**config.mk**
```make
export PLATFORM = sky130hd
export DESIGN_NAME = prime_power_factorization_top_flat
export DESIGN_NICKNAME = d
export VERILOG_FILES = /design/src/rtl/ppf_pkg.sv /design/src/rtl/ppf_in_if.sv /design/src/rtl/ppf_out_if.sv /design/src/rtl/ppf_div.sv /design/src/rtl/ppf_stack.sv /design/src/rtl/prime_power_factorization_top.sv /design/src/flat_wrapper.sv
export SDC_FILE = /design/constraint.sdc
export NUM_CORES = 1
export LEC_CHECK = 0
export ABC_AREA = 1
export BUFFER_PORTS_ARGS = -buffer_cell sky130_fd_sc_hd__buf_2
export CORE_MARGIN = 2
export CORE_UTILIZATION = 50
export CTS_BUF_LIST = sky130_fd_sc_hd__clkbuf_8
export DETAILED_ROUTE_END_ITERATION = 6
export GPL_ROUTABILITY_DRIVEN = 0
export GPL_TIMING_DRIVEN = 0
export PLACE_DENSITY = 0.66
export SYNTH_ARGS = -nofsm -noshare
export SYNTH_HDL_FRONTEND = slang
export SYNTH_SLANG_ARGS = --single-unit
```
**constraint.sdc**
```tcl
create_clock -name clk -period 6.66 [get_ports clk]
set_clock_uncertainty 0.1 [all_clocks]
set_input_delay 0.999 -clock clk [delete_from_list [all_inputs] [get_ports clk]]
set_output_delay 0.999 -clock clk [all_outputs]
set_load 0.02 [all_outputs]
```
**src/rtl/ppf_pkg.sv**
```systemverilog
package ppf_pkg;

  // Exponent field width and its saturation value
  localparam int unsigned EXP_W = 5;
  localparam logic [EXP_W-1:0] EXP_MAX = 5'd31;

  // Sequencer states
  typedef enum logic [2:0] {
    ST_IDLE,
    ST_CHECK,
    ST_START,
    ST_WAIT,
    ST_FETCH,
    ST_EMIT
  } ppf_state_t;

  // Divider status back to the sequencer
  typedef struct packed {
    logic done;      // one-cycle pulse, quotient and remainder valid
    logic rem_zero;  // remainder of the last division is zero
  } div_stat_t;

endpackage

```
**src/rtl/ppf_in_if.sv**
```systemverilog
interface ppf_in_if #(
  parameter int VALUE_BITS = 31
);
  logic                  valid;
  logic                  ready;
  logic [VALUE_BITS-1:0] value;

  modport source (output valid, output value, input ready);
  modport sink   (input valid, input value, output ready);
endinterface

```
**src/rtl/ppf_out_if.sv**
```systemverilog
interface ppf_out_if #(
  parameter int VALUE_BITS = 31
);
  logic                       valid;
  logic                       ready;
  logic [VALUE_BITS-1:0]      prime;
  logic [ppf_pkg::EXP_W-1:0]  exponent;
  logic                       no_factors;
  logic                       last;

  modport source (output valid, output prime, output exponent, output no_factors,
                  output last, input ready);
  modport sink   (input valid, input prime, input exponent, input no_factors,
                  input last, output ready);
endinterface

```
**src/rtl/ppf_div.sv**
```systemverilog
// Restoring divider, one quotient bit per cycle.
module ppf_div #(
  parameter int VALUE_BITS = 31,
  parameter int DIV_BITS   = 17
) (
  input  logic                  clk,
  input  logic                  rst_n,
  input  logic                  start,
  input  logic [VALUE_BITS-1:0] dividend,
  input  logic [DIV_BITS-1:0]   divisor,
  output logic [VALUE_BITS-1:0] quotient,
  output ppf_pkg::div_stat_t    stat
);

  localparam int CNT_W = $clog2(VALUE_BITS + 1);

  logic                  busy_r, busy_nxt;
  logic                  done_r, done_nxt;
  logic [CNT_W-1:0]      cnt_r, cnt_nxt;
  logic [VALUE_BITS-1:0] q_r, q_nxt;
  logic [DIV_BITS-1:0]   part_r, part_nxt;
  logic [DIV_BITS-1:0]   dvs_r, dvs_nxt;

  logic [DIV_BITS:0]     trial;
  logic [DIV_BITS:0]     diff;
  logic                  fits;

  // one shift-subtract step
  assign trial = {part_r, q_r[VALUE_BITS-1]};
  assign fits  = (trial >= {1'b0, dvs_r});
  assign diff  = trial - {1'b0, dvs_r};

  always_comb begin
    busy_nxt = busy_r;
    done_nxt = 1'b0;
    cnt_nxt  = cnt_r;
    q_nxt    = q_r;
    part_nxt = part_r;
    dvs_nxt  = dvs_r;
    if (start) begin
      busy_nxt = 1'b1;
      cnt_nxt  = CNT_W'(VALUE_BITS);
      q_nxt    = dividend;
      part_nxt = '0;
      dvs_nxt  = divisor;
    end else if (busy_r) begin
      q_nxt    = {q_r[VALUE_BITS-2:0], fits};
      part_nxt = fits ? diff[DIV_BITS-1:0] : trial[DIV_BITS-1:0];
      cnt_nxt  = cnt_r - CNT_W'(1);
      if (cnt_r == CNT_W'(1)) begin
        busy_nxt = 1'b0;
        done_nxt = 1'b1;
      end
    end
  end

  // control
  always_ff @(posedge clk) begin
    if (!rst_n) begin
      busy_r <= 1'b0;
      done_r <= 1'b0;
    end else begin
      busy_r <= busy_nxt;
      done_r <= done_nxt;
    end
  end

  // datapath
  always_ff @(posedge clk) begin
    cnt_r  <= cnt_nxt;
    q_r    <= q_nxt;
    part_r <= part_nxt;
    dvs_r  <= dvs_nxt;
  end

  assign quotient      = q_r;
  assign stat.done     = done_r;
  assign stat.rem_zero = (part_r == '0);

endmodule

```
**src/rtl/ppf_stack.sv**
```systemverilog
// Generic RAM: one write port, one registered read port, no reset on the entries.
module ppf_stack #(
  parameter int WIDTH = 36,
  parameter int DEPTH = 9
) (
  input  logic                     clk,
  input  logic                     we,
  input  logic [$clog2(DEPTH)-1:0] waddr,
  input  logic [WIDTH-1:0]         wdata,
  input  logic [$clog2(DEPTH)-1:0] raddr,
  output logic [WIDTH-1:0]         rdata
);

  logic [WIDTH-1:0] mem_r [DEPTH];
  logic [WIDTH-1:0] rdata_r;

  // write port and registered read port
  always_ff @(posedge clk) begin
    if (we) begin
      mem_r[waddr] <= wdata;
    end
    rdata_r <= mem_r[raddr];
  end

  assign rdata = rdata_r;

endmodule

```
**src/rtl/prime_power_factorization_top.sv**
```systemverilog
// Channel   Dir  Payload                              Handshake
// in_ch     in   value                                valid / ready
// out_ch    out  prime, exponent, no_factors, last    valid / ready
//
// Each trial divisor goes through a compare, a launch and a bit-serial
// divide, and each successful division relaunches the divider; the serial
// divider sets the rate. Worst case at 31 bits (a large prime) is about
// 46341 trials. Inputs below two go from idle straight to emit.
// Synchronous active-low reset; in_ch.ready is high only while idle.
// Each factor result waits for a stack read, so results never come back to
// back; a stalled out_ch holds the current result and delays the rest.
module prime_power_factorization_top #(
  parameter int VALUE_BITS  = 31,
  parameter int MAX_FACTORS = 9
) (
  input logic       clk,
  input logic       rst_n,
  ppf_in_if.sink    in_ch,
  ppf_out_if.source out_ch
);

  localparam int DIV_BITS = (VALUE_BITS + 1) / 2 + 1;
  localparam int SQ_W     = VALUE_BITS + 1;
  localparam int CNT_W    = $clog2(MAX_FACTORS + 1);
  localparam int IDX_W    = $clog2(MAX_FACTORS);
  localparam int EW       = ppf_pkg::EXP_W;
  localparam int SW       = VALUE_BITS + EW;

  ppf_pkg::ppf_state_t   state_r, state_nxt;
  logic [VALUE_BITS-1:0] rem_r, rem_nxt;
  logic [DIV_BITS-1:0]   d_r, d_nxt;
  logic [SQ_W-1:0]       sq_r, sq_nxt;
  logic [EW-1:0]         e_r, e_nxt;
  logic [CNT_W-1:0]      cnt_r, cnt_nxt;
  logic                  none_r, none_nxt;

  logic                  out_valid_r, out_valid_nxt;
  logic [VALUE_BITS-1:0] out_prime_r, out_prime_nxt;
  logic [EW-1:0]         out_exp_r, out_exp_nxt;
  logic                  out_none_r, out_none_nxt;
  logic                  out_last_r, out_last_nxt;

  logic                  push_req;
  logic [VALUE_BITS-1:0] push_prime;
  logic [EW-1:0]         push_exp;
  logic                  stack_we;
  logic [CNT_W-1:0]      cnt_m1;
  logic [SW-1:0]         rd_word;
  logic [VALUE_BITS-1:0] rd_prime;
  logic [EW-1:0]         rd_exp;

  logic                  div_start;
  logic [VALUE_BITS-1:0] div_quot;
  ppf_pkg::div_stat_t    div_stat;

  assign cnt_m1   = cnt_r - CNT_W'(1);
  assign stack_we = push_req && (cnt_r < CNT_W'(MAX_FACTORS));
  assign rd_prime = rd_word[SW-1:EW];
  assign rd_exp   = rd_word[EW-1:0];

  ppf_div #(
    .VALUE_BITS (VALUE_BITS),
    .DIV_BITS   (DIV_BITS)
  ) u_div (
    .clk      (clk),
    .rst_n    (rst_n),
    .start    (div_start),
    .dividend (rem_r),
    .divisor  (d_r),
    .quotient (div_quot),
    .stat     (div_stat)
  );

  ppf_stack #(
    .WIDTH (SW),
    .DEPTH (MAX_FACTORS)
  ) u_stack (
    .clk   (clk),
    .we    (stack_we),
    .waddr (cnt_r[IDX_W-1:0]),
    .wdata ({push_prime, push_exp}),
    .raddr (cnt_m1[IDX_W-1:0]),
    .rdata (rd_word)
  );

  // sequencer: next state, datapath updates and output loading
  always_comb begin
    state_nxt     = state_r;
    rem_nxt       = rem_r;
    d_nxt         = d_r;
    sq_nxt        = sq_r;
    e_nxt         = e_r;
    cnt_nxt       = cnt_r;
    none_nxt      = none_r;
    out_prime_nxt = out_prime_r;
    out_exp_nxt   = out_exp_r;
    out_none_nxt  = out_none_r;
    out_last_nxt  = out_last_r;
    out_valid_nxt = out_valid_r && !out_ch.ready;
    push_req      = 1'b0;
    push_prime    = rem_r;
    push_exp      = EW'(1);
    div_start     = 1'b0;

    unique case (state_r)
      ppf_pkg::ST_IDLE: begin
        if (in_ch.valid) begin
          rem_nxt = in_ch.value;
          cnt_nxt = '0;
          d_nxt   = DIV_BITS'(2);
          sq_nxt  = SQ_W'(4);
          e_nxt   = '0;
          if (in_ch.value < VALUE_BITS'(2)) begin
            none_nxt  = 1'b1;
            state_nxt = ppf_pkg::ST_EMIT;
          end else begin
            state_nxt = ppf_pkg::ST_CHECK;
          end
        end
      end

      // keep trying while d*d <= remainder, else a remainder above one is prime
      ppf_pkg::ST_CHECK: begin
        if (sq_r <= {1'b0, rem_r}) begin
          state_nxt = ppf_pkg::ST_START;
        end else begin
          if (rem_r > VALUE_BITS'(1)) begin
            push_req = 1'b1;
          end
          state_nxt = ppf_pkg::ST_FETCH;
        end
      end

      ppf_pkg::ST_START: begin
        div_start = 1'b1;
        state_nxt = ppf_pkg::ST_WAIT;
      end

      // divides: take quotient, retry; else push any factor, next divisor
      ppf_pkg::ST_WAIT: begin
        if (div_stat.done) begin
          if (div_stat.rem_zero) begin
            rem_nxt   = div_quot;
            e_nxt     = (e_r == ppf_pkg::EXP_MAX) ? e_r : e_r + EW'(1);
            state_nxt = ppf_pkg::ST_START;
          end else begin
            if (e_r != '0) begin
              push_req   = 1'b1;
              push_prime = {{(VALUE_BITS-DIV_BITS){1'b0}}, d_r};
              push_exp   = e_r;
            end
            d_nxt     = d_r + DIV_BITS'(1);
            sq_nxt    = sq_r + SQ_W'({d_r, 1'b1});
            e_nxt     = '0;
            state_nxt = ppf_pkg::ST_CHECK;
          end
        end
      end

      // top of stack is read into the RAM output register
      ppf_pkg::ST_FETCH: begin
        state_nxt = ppf_pkg::ST_EMIT;
      end

      // pop stack to output reg, largest prime first; or no-factor result
      ppf_pkg::ST_EMIT: begin
        if (!out_valid_r || out_ch.ready) begin
          out_valid_nxt = 1'b1;
          if (none_r) begin
            out_prime_nxt = '0;
            out_exp_nxt   = '0;
            out_none_nxt  = 1'b1;
            out_last_nxt  = 1'b1;
            none_nxt      = 1'b0;
            state_nxt     = ppf_pkg::ST_IDLE;
          end else begin
            out_prime_nxt = rd_prime;
            out_exp_nxt   = rd_exp;
            out_none_nxt  = 1'b0;
            out_last_nxt  = (cnt_r == CNT_W'(1));
            cnt_nxt       = cnt_m1;
            if (cnt_r == CNT_W'(1)) begin
              state_nxt = ppf_pkg::ST_IDLE;
            end else begin
              state_nxt = ppf_pkg::ST_FETCH;
            end
          end
        end
      end

      default: state_nxt = ppf_pkg::ST_IDLE;
    endcase

    if (stack_we) begin
      cnt_nxt = cnt_r + CNT_W'(1);
    end
  end

  // control state
  always_ff @(posedge clk) begin
    if (!rst_n) begin
      state_r     <= ppf_pkg::ST_IDLE;
      cnt_r       <= '0;
      none_r      <= 1'b0;
      out_valid_r <= 1'b0;
    end else begin
      state_r     <= state_nxt;
      cnt_r       <= cnt_nxt;
      none_r      <= none_nxt;
      out_valid_r <= out_valid_nxt;
    end
  end

  // datapath and result payload
  always_ff @(posedge clk) begin
    rem_r       <= rem_nxt;
    d_r         <= d_nxt;
    sq_r        <= sq_nxt;
    e_r         <= e_nxt;
    out_prime_r <= out_prime_nxt;
    out_exp_r   <= out_exp_nxt;
    out_none_r  <= out_none_nxt;
    out_last_r  <= out_last_nxt;
  end

  assign in_ch.ready       = (state_r == ppf_pkg::ST_IDLE);
  assign out_ch.valid      = out_valid_r;
  assign out_ch.prime      = out_prime_r;
  assign out_ch.exponent   = out_exp_r;
  assign out_ch.no_factors = out_none_r;
  assign out_ch.last       = out_last_r;

endmodule

```
**src/flat_wrapper.sv**
```systemverilog
// flat-port wrapper written by rule: the top's interface ports become plain ports
module prime_power_factorization_top_flat 
#(
  parameter int VALUE_BITS  = 31,
  parameter int MAX_FACTORS = 9
)
  (clk, rst_n, in_ch_valid, in_ch_value, in_ch_ready, out_ch_valid, out_ch_prime, out_ch_exponent, out_ch_no_factors, out_ch_last, out_ch_ready);
  ppf_in_if #(.VALUE_BITS(VALUE_BITS)) in_ch_i ();
  ppf_out_if #(.VALUE_BITS(VALUE_BITS)) out_ch_i ();
  input logic clk;
  input logic rst_n;
  input wire logic [$bits(in_ch_i.valid)-1:0] in_ch_valid;
  input wire logic [$bits(in_ch_i.value)-1:0] in_ch_value;
  output wire logic [$bits(in_ch_i.ready)-1:0] in_ch_ready;
  output wire logic [$bits(out_ch_i.valid)-1:0] out_ch_valid;
  output wire logic [$bits(out_ch_i.prime)-1:0] out_ch_prime;
  output wire logic [$bits(out_ch_i.exponent)-1:0] out_ch_exponent;
  output wire logic [$bits(out_ch_i.no_factors)-1:0] out_ch_no_factors;
  output wire logic [$bits(out_ch_i.last)-1:0] out_ch_last;
  input wire logic [$bits(out_ch_i.ready)-1:0] out_ch_ready;
  assign in_ch_i.valid = in_ch_valid;
  assign in_ch_i.value = in_ch_value;
  assign in_ch_ready = in_ch_i.ready;
  assign out_ch_valid = out_ch_i.valid;
  assign out_ch_prime = out_ch_i.prime;
  assign out_ch_exponent = out_ch_i.exponent;
  assign out_ch_no_factors = out_ch_i.no_factors;
  assign out_ch_last = out_ch_i.last;
  assign out_ch_i.ready = out_ch_ready;
  prime_power_factorization_top #(.VALUE_BITS(VALUE_BITS), .MAX_FACTORS(MAX_FACTORS)) u_core (.clk(clk), .rst_n(rst_n), .in_ch(in_ch_i), .out_ch(out_ch_i));
endmodule
```
==> impl_summary.md, run 1 <==
Synthesis
When the netlist entered floorplanning its net count stood at roughly 2400. The Yosys warning count is 0. The synthesized design contains around 500 enable-type register cells. The largest family of logic cells by synthesized area is simple AND/OR/NAND/NOR gates. The fraction of the mapped netlist area in simple logic gates is between 10% and 20%.

In the post-synthesis netlist, the biggest area contributors are edfxtp_1 59%, nand2_1 6.1%, dfxtp_1 5.5%, nor2_1 4.7%, o21ai_0 4.1%. The cell taking the most area after synthesis is edfxtp_1. The average instance in the mapped netlist occupies about 11 sq um. The cell with the most instances after synthesis is edfxtp_1.

The gate count of the mapped netlist is about 2300. Of the total synthesized cell area, the portion taken by XOR and XNOR cells is less than 1%. The count of state elements after synthesis is roughly 560. Summing the areas of all compound-gate instances in the mapped netlist gives between 10% and 20% of the synthesized area. The fraction of the mapped netlist area in adder cells is under 10%. In the synthesized netlist the dominant register cell turns out to be edfxtp_1. After synthesis the cells add up to roughly 25000 sq um.

The share of the yosys chip area belonging to registers is 64.60%. Synthesis instantiated 57 different standard cells from the library. After synthesis, the share of flip-flops with an asynchronous set or reset is 0%.

Summed over its instances, the top area cell type makes up between 50% and 60% of the synthesized netlist area. Counting instances in the post-synthesis netlist gives the leading cell types as 495 x edfxtp_1, 407 x nand2_1, 316 x nor2_1, 217 x inv_1, 205 x o21ai_0. In the synthesized netlist, mux cells make up 1.711% of the area.

Clock network
The number of buffers created by CTS is 93. The buffer count from post-CTS setup fixing is 0. The CTS tree is yes.

The buffer cell driving the clock tree root is clkbuf_8. Clock-pin slew was measured on the worst setup and hold paths at around 60 ps. The clock sink count is 564. The H-tree level count is 3. The maximum clock insertion buffer count is 3. Post-CTS repair changed the size of 0 cells.

At the later pin of the worst-skew pair, clock insertion delay measures 720 ps. The cts-stage hold buffer count is 0.

Timing
The portion of the clock cycle consumed by the worst path in the final layout is between 50 and 60%. Setup repair after global routing left no endpoint under its margin. Headroom to the max-slew limit came out at 4.808%. The highest attainable clock frequency is roughly 270 MHz. The final sum of negative setup slack is 0 ps.

The minimum setup slack in the final design is roughly 2900 ps. At the pin with the least slew margin, the transition time is ~1400 ps. Setup violations remaining at the end of the flow were counted as 0. For the finished layout, the period the worst path requires is between 3000 and 4000 ps. The final hold violation count is 0. The number of max-slew violations in the final report is 0.

Critical path
The top cell family by delay on the critical path is simple AND/OR/NAND/NOR gates. The data arrival time of the critical path is 4060 ps. The setup path with the least slack is of type reg2reg. Traced cell by cell, the critical path runs through inv_1, ha_1, nand2_1, nor4_2, and2b_1, nand2_1, nand2_1, nand4_1, nand2_2, nand2_2, buf_6, nor3_2, buf_4, buf_6. The critical path's most frequent cell is nand2_1. The top fanout value on the critical path is 10.

The data required time at the worst endpoint is between 6000 and 7000 ps. The kind of capture point of the worst setup path is a register. The largest individual stage delay along the critical path comes from the cell nor3_2. The largest single stage delay on the critical path is 660 ps. The sort of element at the start of the critical path is a register. The count of buffer and inverter cells on the critical path is 4.

Placed design
The half-perimeter wire length after placement is 44.95 mm. During placement, the flow inserted port buffers numbering 74. At the placement stage, the worst setup path has a slack of about 2900 ps. The placed instance count is 3088.

Die
75 I/O pins were placed. The number of rows created at floorplan is 82. The initial utilization of the core area, before any placement, comes to just over 50%.

The floorplan step defined a die boundary enclosing between 50000 and 60000 sq um. The height of the chip is 228.3 um. The region available for standard cell placement spans 49860 sq um. The die is 228.3 um wide.

Detailed routing
After detailed routing, the average wire length per cell comes to 19.75 um. The final route contains 17910 vias. The number of detailed-route iterations in the first pass is 6. The number of remaining DRC errors is 0. The final routed wirelength across all metal layers is 64.41 mm. After detailed routing, the number of vias per cell comes to roughly 5.5. Once detail routing completed, the nets flagged for antenna violations numbered 0. After the first detailed-routing iteration, the DRC count stood at 1682.

GRT
The global-route usage over all layers is 24.64%. The first-pass GRT wire length is about 98 mm. The via count of the first global-routing pass came to approximately 18000. The largest net degree at the start of global routing is 32. The overall overflow remaining after global route is 0. The number of antenna violations at the first check in global routing came to 0.

Final layout
The repair_antennas step left the layout with diodes totalling 0. The area overhead of the layout relative to synthesis is 13.62%. The share of cells above drive strength 1 is between 10% and 20%. Once layout is complete, the utilization of the core stands at between 50% and 60%. Excluding fillers, the count of instances in the completed layout stands at ~3300. The final net count is about 2600.

Outcome
The flow ran to the end, and the final reports show no timing, DRC or antenna violations.

Power
The power density over the cells is roughly 340 nW/um^2. The worst ir drop on vdd is between 0.2 and 0.25 mV. The standby leakage power is around 11 nW.

The total power after layout is ~10 mW.

Job
The tool flagged a number of max-cap violations equal to 0.

Worst hold path
The tightest min-delay check is of the reg2reg type.
tightest hold or removal path, delay by kind of cell, from the launching register on:
| kind | cells | cell delay, ps |
|---|---|---|
| AND/OR/NAND/NOR | 1 | 50 |
| flip-flops | 1 | 320 |
| AO/OA/AOI/OAI | 1 | 60 |
cell usage in the layout (no fill, tap or decap), types with 16 or more instances in the layout:
master,n
mux2i_1,43
nor2_1,312
a21oi_1,86
edfxtp_1,495
clkbuf_8,100
o21ai_1,22
o22ai_1,29
o21ai_0,204
ha_1,76
buf_2,98
nand2_1,407
buf_6,19
dfxtp_1,69
nand4_1,26
clkbuf_1,61
o32ai_1,29
nand3_1,38
xor2_1,16
inv_1,268
layout make-up:
type / instances / area (sq um)
Inverter: 227 / 852.1
Sequential cell: 564 / 16250
Timing Repair Buffer: 101 / 738.2
Buffer: 91 / 382.9
Fill cell: 4258 / 21290
Clock inverter: 74 / 401.6
Clock buffer: 100 / 1376
Tap cell: 672 / 840.8
Multi-Input combinational cell: 1433 / 7737
sequential cells by signal, summed over array words and instances (netlist names), 17 cells and up:
signal	cells
u_core.u_div.quotient	31
u_core.u_div.dvs_r	17
u_core.out_ch.prime	31
u_core.sq_r	32
u_core.u_stack.rdata	36
u_core.rem_r	31
u_core.u_div.part_r	17
u_core.u_stack.mem_r	324
u_core.d_r	17
cell families (layout without fill, tap and decap cells):
family                     after synthesis  count (layout)
AOI/OAI and AO/OA                      441             441
xor gates and xnor gates                21              21
adders and majority gates               78              78
buffers and inverters                  318             593
DFF                                    564             564
muxes                                   43              43
and+or+nand+nor                        850             850
stage by stage:
step / area, sq um / hold WS [ps]
after detailed placement: 26800 / 333.1
after global placement: 26360 / 326.4
after global routing: 28570 / 353.8
after floorplan: 25150 / 319.3
final: 28570 / 318.6
after CTS: 28570 / 308.7
worst paths after layout:
check | endpoint | slack [ps] | cells past startpoint | from
worst min-delay path | u_core.u_stack.rdata[18] | 320 | 2 | u_core.u_stack.mem_r[8][18]
worst max-delay path | u_core.u_stack.mem_r[7][21] | 2900 | 14 | u_core.rem_r[27]
worst max register to register | u_core.u_stack.mem_r[7][21] | 2900 | 14 | u_core.rem_r[27]
worst min register to register | u_core.u_stack.rdata[18] | 320 | 2 | u_core.u_stack.mem_r[8][18]
routing by layer:
metal | global-route usage [%] | part of all wire [%] | vias to the layer above
li1 | - | - | 8506
met1 | 32.38 | 41 | 8568
met2 | 39.91 | 47 | 687
met3 | 5.137 | 8.0 | 146
met4 | 10.44 | 3.9 | 0
met5 | 0 | 0 | -
power by group:
group	internal, mW	switching, mW
logic	0.718	1.69
clock network	1.45	1.43
registers	4.33	0.224
total	6.50	3.34
Note: power is estimated with default switching activity, not from simulation.
==> run 2: changes to the inputs <==
--- a/config.mk
+++ b/config.mk
@@ -5,7 +5,7 @@
 export SDC_FILE = /design/constraint.sdc
 export NUM_CORES = 1
 export LEC_CHECK = 0
-export ABC_AREA = 1
+export ABC_AREA = 0
 export BUFFER_PORTS_ARGS = -buffer_cell sky130_fd_sc_hd__buf_2
 export CORE_MARGIN = 2
 export CORE_UTILIZATION = 50
==> constraint.sdc (replaced) <==
create_clock -name clk -period 3.9 [get_ports clk]
set_clock_uncertainty 0.1 [all_clocks]
set_input_delay 0.585 -clock clk [delete_from_list [all_inputs] [get_ports clk]]
set_output_delay 0.585 -clock clk [all_outputs]
set_load 0.02 [all_outputs]
==> run 2 against run 1 <==
Worst hold slack lost 230 ps. Utilization shrank 0.13 points. Total power rose by 56%. Sequential share of layout area up 1.5 points. Largest cell class unchanged.
==> impl_summary.md, run 2 <==
Final layout
The multi-input logic area is 7726 sq um. Relative to the synthesized area, the layout overhead comes to 13.71%. The share of cells above drive strength 1 is 16.33%. Excluding fillers, the count of instances in the completed layout stands at approximately 2600. u_core.u_stack.mem_r holds more flip-flops than any other register. The filler cells instantiated in the layout total 3880. The final net count is between 2000 and 2500. The library cells used most frequently in the layout, excluding fill and tap cells, are 495 x edfxtp_1, 181 x nand2_1, 131 x nor2_1, 111 x inv_1, 101 x clkbuf_8.

The register area is ~16000 sq um. The flip-flop count of the largest register, all copies and words added is roughly 320. The leading cell type in the layout, fill and taps excluded is edfxtp_1. The repair_antennas step left the layout with diodes totalling 0.

Power
Of the total power, combinational logic draws a little under a fifth. The clock share of power is 32.8%. The switching power is between 4 and 5 mW.

In this run the static leakage power is between 10 and 15 nW. The design internal power is between 10 and 15 mW. The share of total power consumed by net switching is roughly 29%. In this run the power density over the cells is about 550 nW/um^2. The part of the power in registers is 48.2%. The worst ir drop on vdd is 0.3133 mV.

Summing internal, switching and leakage power gives approximately 15 mW.

Critical path
The destination of the worst register-to-register timing path is u_core.u_stack.mem_r[1][9]. The worst setup path is launched from a register. In this run the worst path has a maximum fanout of 20. In this run the critical register-to-register path is launched from u_core.sq_r[14].

The number of cells on the worst reg-to-reg path is 10. The critical path starts at u_core.sq_r[14]. The reg2reg setup slack is ~100 ps. The kind of capture point of the worst setup path is a register. The data arrival time of the critical path is 4060 ps. The critical path ends at u_core.u_stack.mem_r[1][9]. The data required time at the worst endpoint is between 4000 and 5000 ps.

The start-to-end type of the worst setup path is reg2reg.

Clock network
The clock transition at the registers of the reported paths is around 60 ps. TritonCTS built the clock tree. The H-tree level count is 3. Clock latency on the worst-skew pair, taken at its later pin, is about 700 ps.

The maximum clock insertion buffer count is 3. The buffer cell driving the clock tree root is clkbuf_8. The number of buffers created by CTS is 92.

The clock sink count is between 500 and 600.

Synthesis
The commonest register cell after synthesis is edfxtp_1. Among all cell types in the netlist, the one instantiated most often is edfxtp_1. Counting every instance in the synthesized netlist gives approximately 1700. The count of state elements after synthesis is about 560. The share of the Yosys chip area taken by registers is 66.41%. The number of flops mapped to enable cells by yosys is around 500. The netlist area before placement is between 20000 and 25000 sq um. The average instance area after synthesis is about 14 sq um. The netlist uses 65 different library cells. The net count after synthesis is 1859. Of all flip-flops after synthesis, the portion carrying an async set or reset was 0%.

The Yosys warning count is 0. Summed over its instances, the top area cell type makes up 60.76% of the synthesized netlist area. Ranked by instance count, the synthesized netlist is headed by 495 x edfxtp_1, 181 x nand2_1, 133 x nor2_1, 87 x a21oi_1, 84 x o21ai_0. Summed over all instances, the cell type with the most area after synthesis is edfxtp_1.

Yosys attributes the largest share of cell area to edfxtp_1 61%, mux4_2 6.6%, dfxtp_1 5.6%, ha_1 3.9%, nand2_1 2.8%.

Placed design
Once placement completed, the tool counted placed cells totaling between 2000 and 2500. OpenSTA, run right after detailed placement, puts the worst setup slack at -827.1 ps. The half-perimeter wire length after placement is 38.46 mm. The count of buffers from port buffering is 74.

Detailed routing
The routed design uses approximately 27 mm of met2 wire. The final routed wirelength across all metal layers is ~57 mm. The number of design-rule violations left by the first detailed-router iteration is 1446.

The met1 wire length is 24.37 mm. After detailed routing, the met3 layer carries around 4.1 mm of wire. The via count normalized by instance count is 5.690. The number of detailed-route iterations in the first pass is 5. After detailed routing, the average wire length per cell comes to about 22 um.

The detail route stage leaves a number of antenna-violating nets equal to 0. In this run the top signal layer used is met5. The number of remaining DRC errors is 0. The number of vias after detailed routing is around 15000.

Die
The die covers ~51000 sq um. The placeable core region is roughly 49000 sq um. The initial utilization of the core area, before any placement, comes to 50.29%.

The I/O pin count is 75. Measured along the x axis, the die boundary spans 225.2 um. The number of rows created at floorplan is 81. The height of the chip is about 230 um.

Timing
The number of max-slew violations in the final report is 0. After layout, the worst setup slack is around 100 ps. The final hold violation count is 0. Summed over all failing endpoints, the final setup total negative slack is 0 ps. Based on the critical path, the design can be clocked at up to 263.2 MHz. The worst pin sits at a relative slew slack of 6.245%. The transition time of the tightest slew-check pin is 1392 ps. The total of endpoints with negative setup slack in the final report is 0. Counting I/O delays and the setup requirement, the final critical path takes 3800 ps. The portion of the clock cycle consumed by the worst path in the final layout is 97.43%.

GRT
The global-route usage over all layers is a little under a quarter. For this run the aggregate overflow at the end of global routing stands at 0. The largest net degree at the start of global routing is 32.

The first global-routing pass estimated slightly below 90 mm of wire. The number of antenna violations at the first check in global routing is 2. The via count of the first global-routing pass was ~15000.

Outcome
The run finished with clean final reports.

Worst hold path
The min-delay analysis places its worst path in the category in2reg.

Job
The tool flagged a number of max-cap violations equal to 0.
-- run 2: changes by cell type after synthesis, sizes merged, moves of 13 or more --
cell / change
nand3: -19
or3: +14
o21ai: -139
o211ai: -13
xnor2: +20
o32ai: -28
nor2: -190
nor2b: +53
o221ai: -15
mux4: +72
inv: -152
nand2: -231
o22ai: -23
and3: +19
-- run 2: worst min-delay path by stage --
stage | start | end | slack, ps | depth (start not counted)
2_1_floorplan | u_core.u_div.part_r[3] | u_core.u_div.part_r[3] | 360 | 2
3_3_place_gp | u_core.u_stack.mem_r[8][5] | u_core.u_stack.rdata[5] | 370 | 2
3_5_place_dp | u_core.u_stack.mem_r[8][3] | u_core.u_stack.rdata[3] | 370 | 2
4_1_cts | rst_n | u_core.cnt_r[2] | 50 | 3
5_1_grt | rst_n | u_core.cnt_r[2] | 70 | 3
6_report | rst_n | u_core.cnt_r[2] | 90 | 3
-- run 2: per-stage QoR --
stage	util [%]	area [sq um]	hold WS, ps
floorplan	-	24460	357.9
global route	57.18	27820	66.33
global placement	52.65	25610	373.7
detailed placement	53.23	25900	373.9
finish	57.18	27820	92.36
CTS	56.97	27710	49.92
-- run 2: timing repair --
item	4_1_cts	5_1_grt
pin swaps	0	2
buffers inserted	0	5
setup endpoints to repair	353	454
gates cloned	0	1
hold buffers	0	0
hold endpoints to repair	0	0
resized for setup	16	26
-- run 2: area by class of cell --
class | count | share of cell area, %
timing repair inverter | 1 | 0.02699
timing repair buffer | 92 | 2.402
inverter | 73 | 0.9986
tap | 622 | 2.798
clock inverter | 69 | 1.484
buffer | 73 | 1.116
sequential | 564 | 58.40
multi-input combinational | 1035 | 27.78
clock buffer | 101 | 4.997
-- run 2: cells by family (layout without fill, tap and decap cells) --
logic type	after synthesis	in the layout	share of synthesized area, %
XOR/XNOR	52	52	1.862
buffers and inverters	147	409	2.363
multiplexers	124	124	8.762
AND/OR/NAND/NOR	518	518	10.01
flip-flops	564	564	66.41
adder cells (fa/ha/maj)	78	78	4.051
AO/OA/AOI/OAI	263	263	6.537
-- run 2: power by group through the flow --
stage               registers (mW)  clock network [mW]  logic [mW]
CTS                           7.38                5.10        2.89
floorplan                     7.41                   0        2.10
global route                  7.42                5.37        3.21
finish                        7.38                5.02        2.91
detailed placement            7.50                   0        2.87
global placement              7.50                   0        2.77
-- run 2: routing by layer --
metal	up-vias	global-route usage [%]
li1	6948	-
met1	7355	31.15
met2	554	37.50
met3	103	4.159
met4	4	8.567
met5	-	0
-- run 2: critical path, stage by stage, from the launching register on --
cell	delay, ps
edfxtp_1	430
ha_1	330
nand4_1	190
or2_2	340
nor2_1	100
o21ai_0	130
a311o_1	460
a21bo_2	270
a21oi_2	380
and3_4	500
buf_12	240
